===== config.mk =====
export PLATFORM = sky130hd
export DESIGN_NAME = vvtp_queue
export DESIGN_NICKNAME = d
export VERILOG_FILES = /design/src/sv/vvtp_pkg.sv /design/src/sv/vvtp_queue.sv
export SDC_FILE = /design/constraint.sdc
export NUM_CORES = 1
export LEC_CHECK = 0
export BUFFER_PORTS_ARGS = -buffer_cell sky130_fd_sc_hd__buf_2
export CORE_UTILIZATION = 56
export DETAILED_ROUTE_END_ITERATION = 6
export GPL_TIMING_DRIVEN = 0
export MAX_ROUTING_LAYER = met4
export PLACE_DENSITY = 0.86
export RECOVER_POWER = 100
export SYNTH_ARGS = -nofsm -noshare
export SYNTH_HDL_FRONTEND = slang
export SYNTH_SLANG_ARGS = --single-unit
export TNS_END_PERCENT = 50

===== constraint.sdc =====
create_clock -name clk -period 13.8 [get_ports clk]
set_input_delay 2.76 -clock clk [delete_from_list [all_inputs] [get_ports clk]]
set_output_delay 2.76 -clock clk [all_outputs]
set_load 0.03 [all_outputs]

===== src/sv/vvtp_pkg.sv =====
// vvtp_pkg: shared types, widths and register indexes for the vertex
// view transform and projection block; no dependencies
package vvtp_pkg;

    // fixed field widths
    localparam int CoordW   = 24;
    localparam int TrigW    = 16;
    localparam int TrigFrac = 14;
    localparam int ScreenW  = 16;
    localparam int FocalW   = 24;

    // internal datapath widths
    localparam int TransW   = 26;   // camera-relative coordinate
    localparam int Rot1W    = 28;   // after yaw
    localparam int Rot2W    = 30;   // after pitch
    localparam int Rot3W    = 32;   // after roll
    localparam int DenW     = 38;   // depth scaled by 256
    localparam int MagW     = 32;   // magnitude of a rolled coordinate
    localparam int ProdW    = FocalW + MagW;
    localparam int QuotW    = 17;   // quotient bits kept before saturation
    localparam int RemW     = 57;

    // register indexes
    localparam int RegIdxW = 3;
    localparam logic [RegIdxW-1:0] REG_CAM_X     = 3'd0;
    localparam logic [RegIdxW-1:0] REG_CAM_Y     = 3'd1;
    localparam logic [RegIdxW-1:0] REG_CAM_Z     = 3'd2;
    localparam logic [RegIdxW-1:0] REG_ROT_Y     = 3'd3;
    localparam logic [RegIdxW-1:0] REG_ROT_X     = 3'd4;
    localparam logic [RegIdxW-1:0] REG_ROT_Z     = 3'd5;
    localparam logic [RegIdxW-1:0] REG_FOCAL     = 3'd6;
    localparam logic [RegIdxW-1:0] REG_CENTER    = 3'd7;
    localparam int CfgDataW = 32;

    // register reset values
    localparam logic [31:0] ROT_RESET    = 32'h4000_0000;
    localparam logic [23:0] FOCAL_RESET  = 24'd89600;
    localparam logic [31:0] CENTER_RESET = 32'd22938000;

    localparam logic signed [ScreenW-1:0] SCR_MAX = 16'sh7FFF;
    localparam logic signed [ScreenW-1:0] SCR_MIN = 16'sh8000;

    typedef struct packed {
        logic signed [CoordW-1:0] vert_x;
        logic signed [CoordW-1:0] vert_y;
        logic signed [CoordW-1:0] vert_z;
        logic                     end_of_list;
    } vvtp_in_t;

    typedef struct packed {
        logic signed [ScreenW-1:0] screen_x;
        logic signed [ScreenW-1:0] screen_y;
        logic                      behind_camera;
        logic                      last_out;
    } vvtp_out_t;

    typedef struct packed {
        logic signed [CoordW-1:0] cam_pos_x;
        logic signed [CoordW-1:0] cam_pos_y;
        logic signed [CoordW-1:0] cam_pos_z;
        logic [31:0]              rot_y_sincos;
        logic [31:0]              rot_x_sincos;
        logic [31:0]              rot_z_sincos;
        logic [FocalW-1:0]        focal_length;
        logic [31:0]              screen_center;
    } vvtp_cfg_t;

    // request passed from the front to the back
    typedef struct packed {
        logic [MagW-1:0] x_mag;
        logic            x_neg;
        logic [MagW-1:0] y_mag;
        logic            y_neg;
        logic [DenW-1:0] den;
        logic            behind;
        logic            last;
    } vvtp_item_t;

endpackage


===== src/sv/vvtp_queue.sv =====
// vvtp_queue: two-entry queue between front and back; the back side
// drains one request per cycle; depends on vvtp_pkg
module vvtp_queue (
    input  logic                 clk,
    input  logic                 rst_n,
    input  logic                 wr_en,
    input  vvtp_pkg::vvtp_item_t wr_data,
    output logic                 rd_valid,
    output vvtp_pkg::vvtp_item_t rd_data
);
    import vvtp_pkg::*;

    vvtp_item_t mem_reg [2];
    logic       wr_ptr_reg, wr_ptr_next;
    logic       rd_ptr_reg, rd_ptr_next;
    logic [1:0] count_reg, count_next;
    logic       pop;

    assign pop      = (count_reg != 2'd0);
    assign rd_valid = pop;
    assign rd_data  = mem_reg[rd_ptr_reg];

    // pointer and fill count
    always_comb
    begin
        wr_ptr_next = wr_en ? ~wr_ptr_reg : wr_ptr_reg;
        rd_ptr_next = pop ? ~rd_ptr_reg : rd_ptr_reg;
        count_next  = count_reg + {1'b0, wr_en} - {1'b0, pop};
    end

    always_ff @(posedge clk or negedge rst_n)
    begin
        if (!rst_n)
        begin
            wr_ptr_reg <= 1'b0;
            rd_ptr_reg <= 1'b0;
            count_reg  <= 2'd0;
        end
        else
        begin
            wr_ptr_reg <= wr_ptr_next;
            rd_ptr_reg <= rd_ptr_next;
            count_reg  <= count_next;
        end
    end

    // storage
    always_ff @(posedge clk)
    begin
        if (wr_en)
        begin
            mem_reg[wr_ptr_reg] <= wr_data;
        end
    end

endmodule


==> results.md, run 1 <==
- Std-Cell Rows: 43
- Crit path arrival time: 8470 ps
- Largest net degree at the start of global routing: 58
- GR Overflow Total: 0
- CTS clk-pin slew, worst paths: 60 ps
- Wirelength per Cell: between 15 and 20 um
- Register area share after synthesis: 81.5%
- Synth Area in Simple Gates: 0.363%
- Leakage: about 3.3 nW
- Final setup margin: 5430 ps
- Max VDD drop: 138 uV
- Worst hold margin: 504 ps
- CTS Buf Count: 21
- Fraction of layout cells with a size suffix above 1: between 30% and 40%
- XOR/XNOR share of the synthesized area: 0.331%
- Fin crit share: 60.7%
- Max Cap Viol: 5
- Failing checks: capacitance limit, slew limit
- Mapped Avg Cell Area: between 20 and 25 um^2
- Max-slew headroom: -148%
- Largest family of logic cells by synthesized area: multiplexers
- Total GRT Usage: 20.0%
- Final instance area: 0.00956 mm^2
- Layout area overhead: 20.5%
- Critical path class: primary input to flop
- H-Tree Depth: 1
- Synth Area in Compound Gates: 0%
- Gate Count Post-Synth: 343
- CTS resizes: 0
- Netlist cell types: 13
- CTS tree: yes
- Synth warnings: 0
- HPWL Detailed: about 9700 um
- Worst-Margin Slew: 3720 ps
- Post-synth top area cell: edfxtp_1
- Dpl ws: 9090 ps
- Post-CTS setup buffers: 0
- Placed cells: 742
- Initial antenna violation count: 1
- GP Congestion: 0.742
- Startpoint types: primary input
- Initial core utilization: 57.4%
- Post-synthesis register bit count: 216
- Worst-path maximum fanout: 33
- Final Core Density: between 60% and 70%
- Tot Pwr: 2.13 mW
- Hold buffers post-CTS: 0
- Vias after detailed routing: 4,049
- Detailed Route WL: 14,500 um
- Max clock buf depth: 3
- Worst skew pair latency: 490 ps
- HP Class: flop to flop
- Maximum clock frequency: 119 MHz
- Final non-filler cell total: slightly below 800
- Final Hold Fails: 0
- Syn nets: 453
- Vias in the first global route: 4,281
- Largest register FFs: 212
- Placed Area: 0.00934 mm^2
- Adder-Cell Fraction of Synth Area: 0.158%
- Die ar.: 0.0146 mm^2
- Die width: approximately 120 um
- # port buffers: 215
- Synth top area cells: edfxtp_1 80%, mux2_2 11%, mux2_4 5.7%, dfrtp_1 1.3%, buf_6 0.71%
- Ports: between 200 and 250
- Period minus WS final: 8370 ps
- RSZ-0062 raised after global routing: false
- Mux contribution to synthesized area: between 15 and 20%
- Worst Setup End Kind: flop
- Nets@finish: 695
- Outcome: finished, violations left
- Pre-antenna DRT Iters: 4
- Antenna-violating nets left: 0
- Sum Neg Setup Slack: 0 ps
- Most frequent cells in the layout: 212 x edfxtp_1, 145 x clkbuf_1, 88 x buf_2, 70 x mux2_2, 28 x mux2_1
- Pins Over Slew Limit: 202
- First-pass GRT wire length: 21,400 um
- 1st-iter DRT viols: 259
- Core footprint: ~0.014 mm^2
- Power per Cell Area: about 220 mW/mm^2
- Required time worst endpoint: 13,900 ps
- Post-synth top area share: 80.3%
- # DRC: 0
- Clock Tree Root: clkbuf_16
- CTS sink count: 216
- Die H: approximately 120 um
- Commonest non-fill, non-tap cell in the layout: edfxtp_1
- Clock skew: 10.7 ps
- Final setup vio count: 0
- Vias/cell: 5.20
- Cell area after synthesis: 0.00793 mm^2
==> power breakdown <==
group / leakage (nW) / internal, mW / switching [mW]
logic: 0.999 / 0.216 / 0.511
clock network: 0.300 / 0.278 / 0.221
registers: 2.04 / 0.878 / 0.0270
==> final timing paths <==
path,startpoint,endpoint,slack (ps),depth (start not counted)
worst max register to register,wr_ptr_reg,mem_reg[0][3],7520,4
worst max-delay path,wr_en,mem_reg[0][3],5430,5
worst min-delay path,wr_ptr_reg,wr_ptr_reg,500,1
worst min register to register,wr_ptr_reg,wr_ptr_reg,500,1
max in group asynchronous,rst_n,wr_ptr_reg,11520,1
min in group asynchronous,rst_n,rd_ptr_reg,2100,1
==> cell families after synthesis <==
kind of cell | Yosys count
xor+xnor | 3
flops | 216
fa+ha+maj | 1
mux | 106
buf+inv | 12
simple gates | 5
==> area by class of cell <==
type / instances / area, um^2
Sequential cell: 216 / 6470
Fill cell: 939 / 4270
Multi-Input combinational cell: 115 / 1290
Timing Repair Buffer: 219 / 932
Clock buffer: 23 / 533
Tap cell: 180 / 225
Clock inverter: 12 / 62.6
Buffer: 12 / 45.0
Antenna cell: 1 / 2.50
==> per-layer routing <==
metal  wire, um  vias up  track usage, %  part of all wire [%]
met2       7450      182            34.4                    52
met4        233        0            5.48                   1.6
li1           -     1850               -                     -
met5          0        -               -                     0
met1       5470     1996            22.8                    38
met3       1310       21            6.02                   9.0
==> worst max-delay path, cell delays in order <==
cell,delay [ps]
clkbuf_1,170
nor2b_1,1800
clkbuf_1,1420
clkbuf_1,1380
clkbuf_1,900
==> cell usage after synthesis <==
cell	instances
edfxtp_1	212
mux2_2	76
mux2_4	30
buf_2	7
buf_6	5
dfrtp_1	4
nor2b_1	2
xor2_1	2
and2_1	1
ha_1	1
nand2_1	1
or2_2	1
xnor2_1	1
Note: power is estimated with default switching activity, not from simulation.
==> inputs of run 2 (changes only) <==
- CORE_UTILIZATION: 56 -> 47
- PLACE_DENSITY: 0.86 -> 0.78
- clock period: 13.8 -> 7.7 ns (I/O delays scaled with it)
==> run 2 against run 1 <==
  * The run still ends with capacitance limit, slew limit left
  * Critical path depth decreased by 1
  * Die area increased by 19%
  * Routed wire length decreased by 2.7%
  * Critical path type unchanged
==> results.md, run 2 (synthesis gave the netlist of run 1 again) <==
- Initial antenna violation count: 0
- Period minus WS final: 4630 ps
- Crit path arrival time: 4800 ps
- Max Cap Viol: 4
- Die width: 132 um
- Vias in the first global route: 4,354
- Layout area overhead: 22.7%
- CTS tree: yes
- # port buffers: 215
- Fraction of layout cells with a size suffix above 1: 35.4%
- Ports: ~220
- Sum Neg Setup Slack: 0 ps
- HP Class: flop to flop
- Antenna diodes: 0
- CTS resizes: 0
- Clock skew: 15.8 ps
- Vias after detailed routing: 3,964
- Vias/cell: 4.86
- Tot Pwr: 3.90 mW
- Pre-antenna DRT Iters: 4
- Final setup vio count: 0
- Slowest cell on the critical path: nor2b_1
- Hold buffers post-CTS: 0
- GR Overflow Total: 0
- Max clock buf depth: 3
- HPWL Detailed: 9570 um
- CTS sink count: roughly 220
- Outcome: finished, violations left
- Max-slew headroom: -149%
- Worst path buffer plus inverter count: 3
- First-pass GRT wire length: 21,900 um
- Crit path top cell by count: clkbuf_1
- Placed Area: 0.00938 mm^2
- Initial core utilization: about 48%
- Final Core Density: 58.9%
- Max stage delay on crit path: 1520 ps
- Dpl ws: 4530 ps
- Post-CTS setup buffers: 0
- Maximum clock frequency: 216 MHz
- Critical path class: primary input to flop
- Pins Over Slew Limit: 136
- Required time worst endpoint: 7870 ps
- Std-Cell Rows: 47
- Final setup margin: 3070 ps
- RR Endpoint: mem_reg[0][81]
- Leakage: 3.41 nW
- Crit path launch: wr_en
- Largest register FFs: approximately 210
- Hold Path End: wr_ptr_reg
- Nets@finish: 695
- Wirelength per Cell: 17.2 um
- Most frequent cells in the layout: 212 x edfxtp_1, 142 x clkbuf_1, 92 x buf_2, 74 x mux2_2, 21 x clkbuf_16
- Hold Crit Start: wr_ptr_reg
- H-Tree Depth: 1
- CTS clk-pin slew, worst paths: ~60 ps
- Worst-Margin Slew: 3740 ps
- RSZ-0062 raised after global routing: false
- Critical path cell sequence: clkbuf_1 > nor2b_1 > clkbuf_1 > buf_12
- # DRC: 0
- CTS Buf Count: 21
- Failing checks: capacitance limit, slew limit
- Max VDD drop: around 240 uV
- FF-to-FF path depth: 3
- Worst R2R Setup Slack: 3920 ps
- Die H: 132 um
- Clock Tree Root: clkbuf_16
- Worst skew pair latency: 480 ps
- Detailed Route WL: 14,100 um
- Placed cells: 782
- Delay-heaviest family, CP: buffers and inverters
- Final instance area: 0.00973 mm^2
- Startpoint types: primary input
- 1st-iter DRT viols: 191
- Largest net degree at the start of global routing: 55
- GP Congestion: 0.738
- Final Hold Fails: 0
- Total number of cells along the worst setup path: 4
- Total GRT Usage: 16.6%
- Commonest non-fill, non-tap cell in the layout: edfxtp_1
- Power per Cell Area: approximately 400 mW/mm^2
- Critical R2R Launch: wr_ptr_reg
- Worst-path maximum fanout: 28
- Die ar.: 0.0174 mm^2
- Worst hold margin: approximately 500 ps
- Worst Setup End Kind: flop
- Antenna-violating nets left: 0
- Fillers: 1,293
- Fin crit share: 60.1%
- Final non-filler cell total: 816
- Worst hold stages: 1
- Core footprint: 0.0165 mm^2
==> run 2: worst max-delay path by stage <==
stage,to,slack (ps)
3_5_place_dp,mem_reg[0][89],4530
3_3_place_gp,mem_reg[0][87],-1300
6_report,mem_reg[0][81],3070
4_1_cts,rd_data[86],4280
5_1_grt,mem_reg[0][89],2700
2_1_floorplan,mem_reg[0][0],970
==> run 2: layout make-up <==
cell class | count | area, um^2 | share of cell area [%]
multi-input combinational | 115 | 1310 | 13.5
buffer | 12 | 45.0 | 0.463
timing repair buffer | 219 | 977 | 10.0
sequential | 216 | 6470 | 66.5
clock inverter | 6 | 78.8 | 0.810
clock buffer | 28 | 572 | 5.88
tap | 220 | 275 | 2.83
==> run 2: routing by layer <==
| layer | wire length (um) | vias to the layer above | GRT usage (%) |
|---|---|---|---|
| met5 | 0 | - | - |
| met1 | 5620 | 1962 | 19.1 |
| met2 | 7330 | 142 | 28.9 |
| met4 | 140 | 0 | 4.39 |
| met3 | 978 | 13 | 4.15 |
| li1 | - | 1847 | - |
==> run 2: power by group <==
part / switching (mW) / internal [mW]
Combinational: 0.907 / 0.411
Sequential: 0.0459 / 1.57
Clock: 0.390 / 0.584
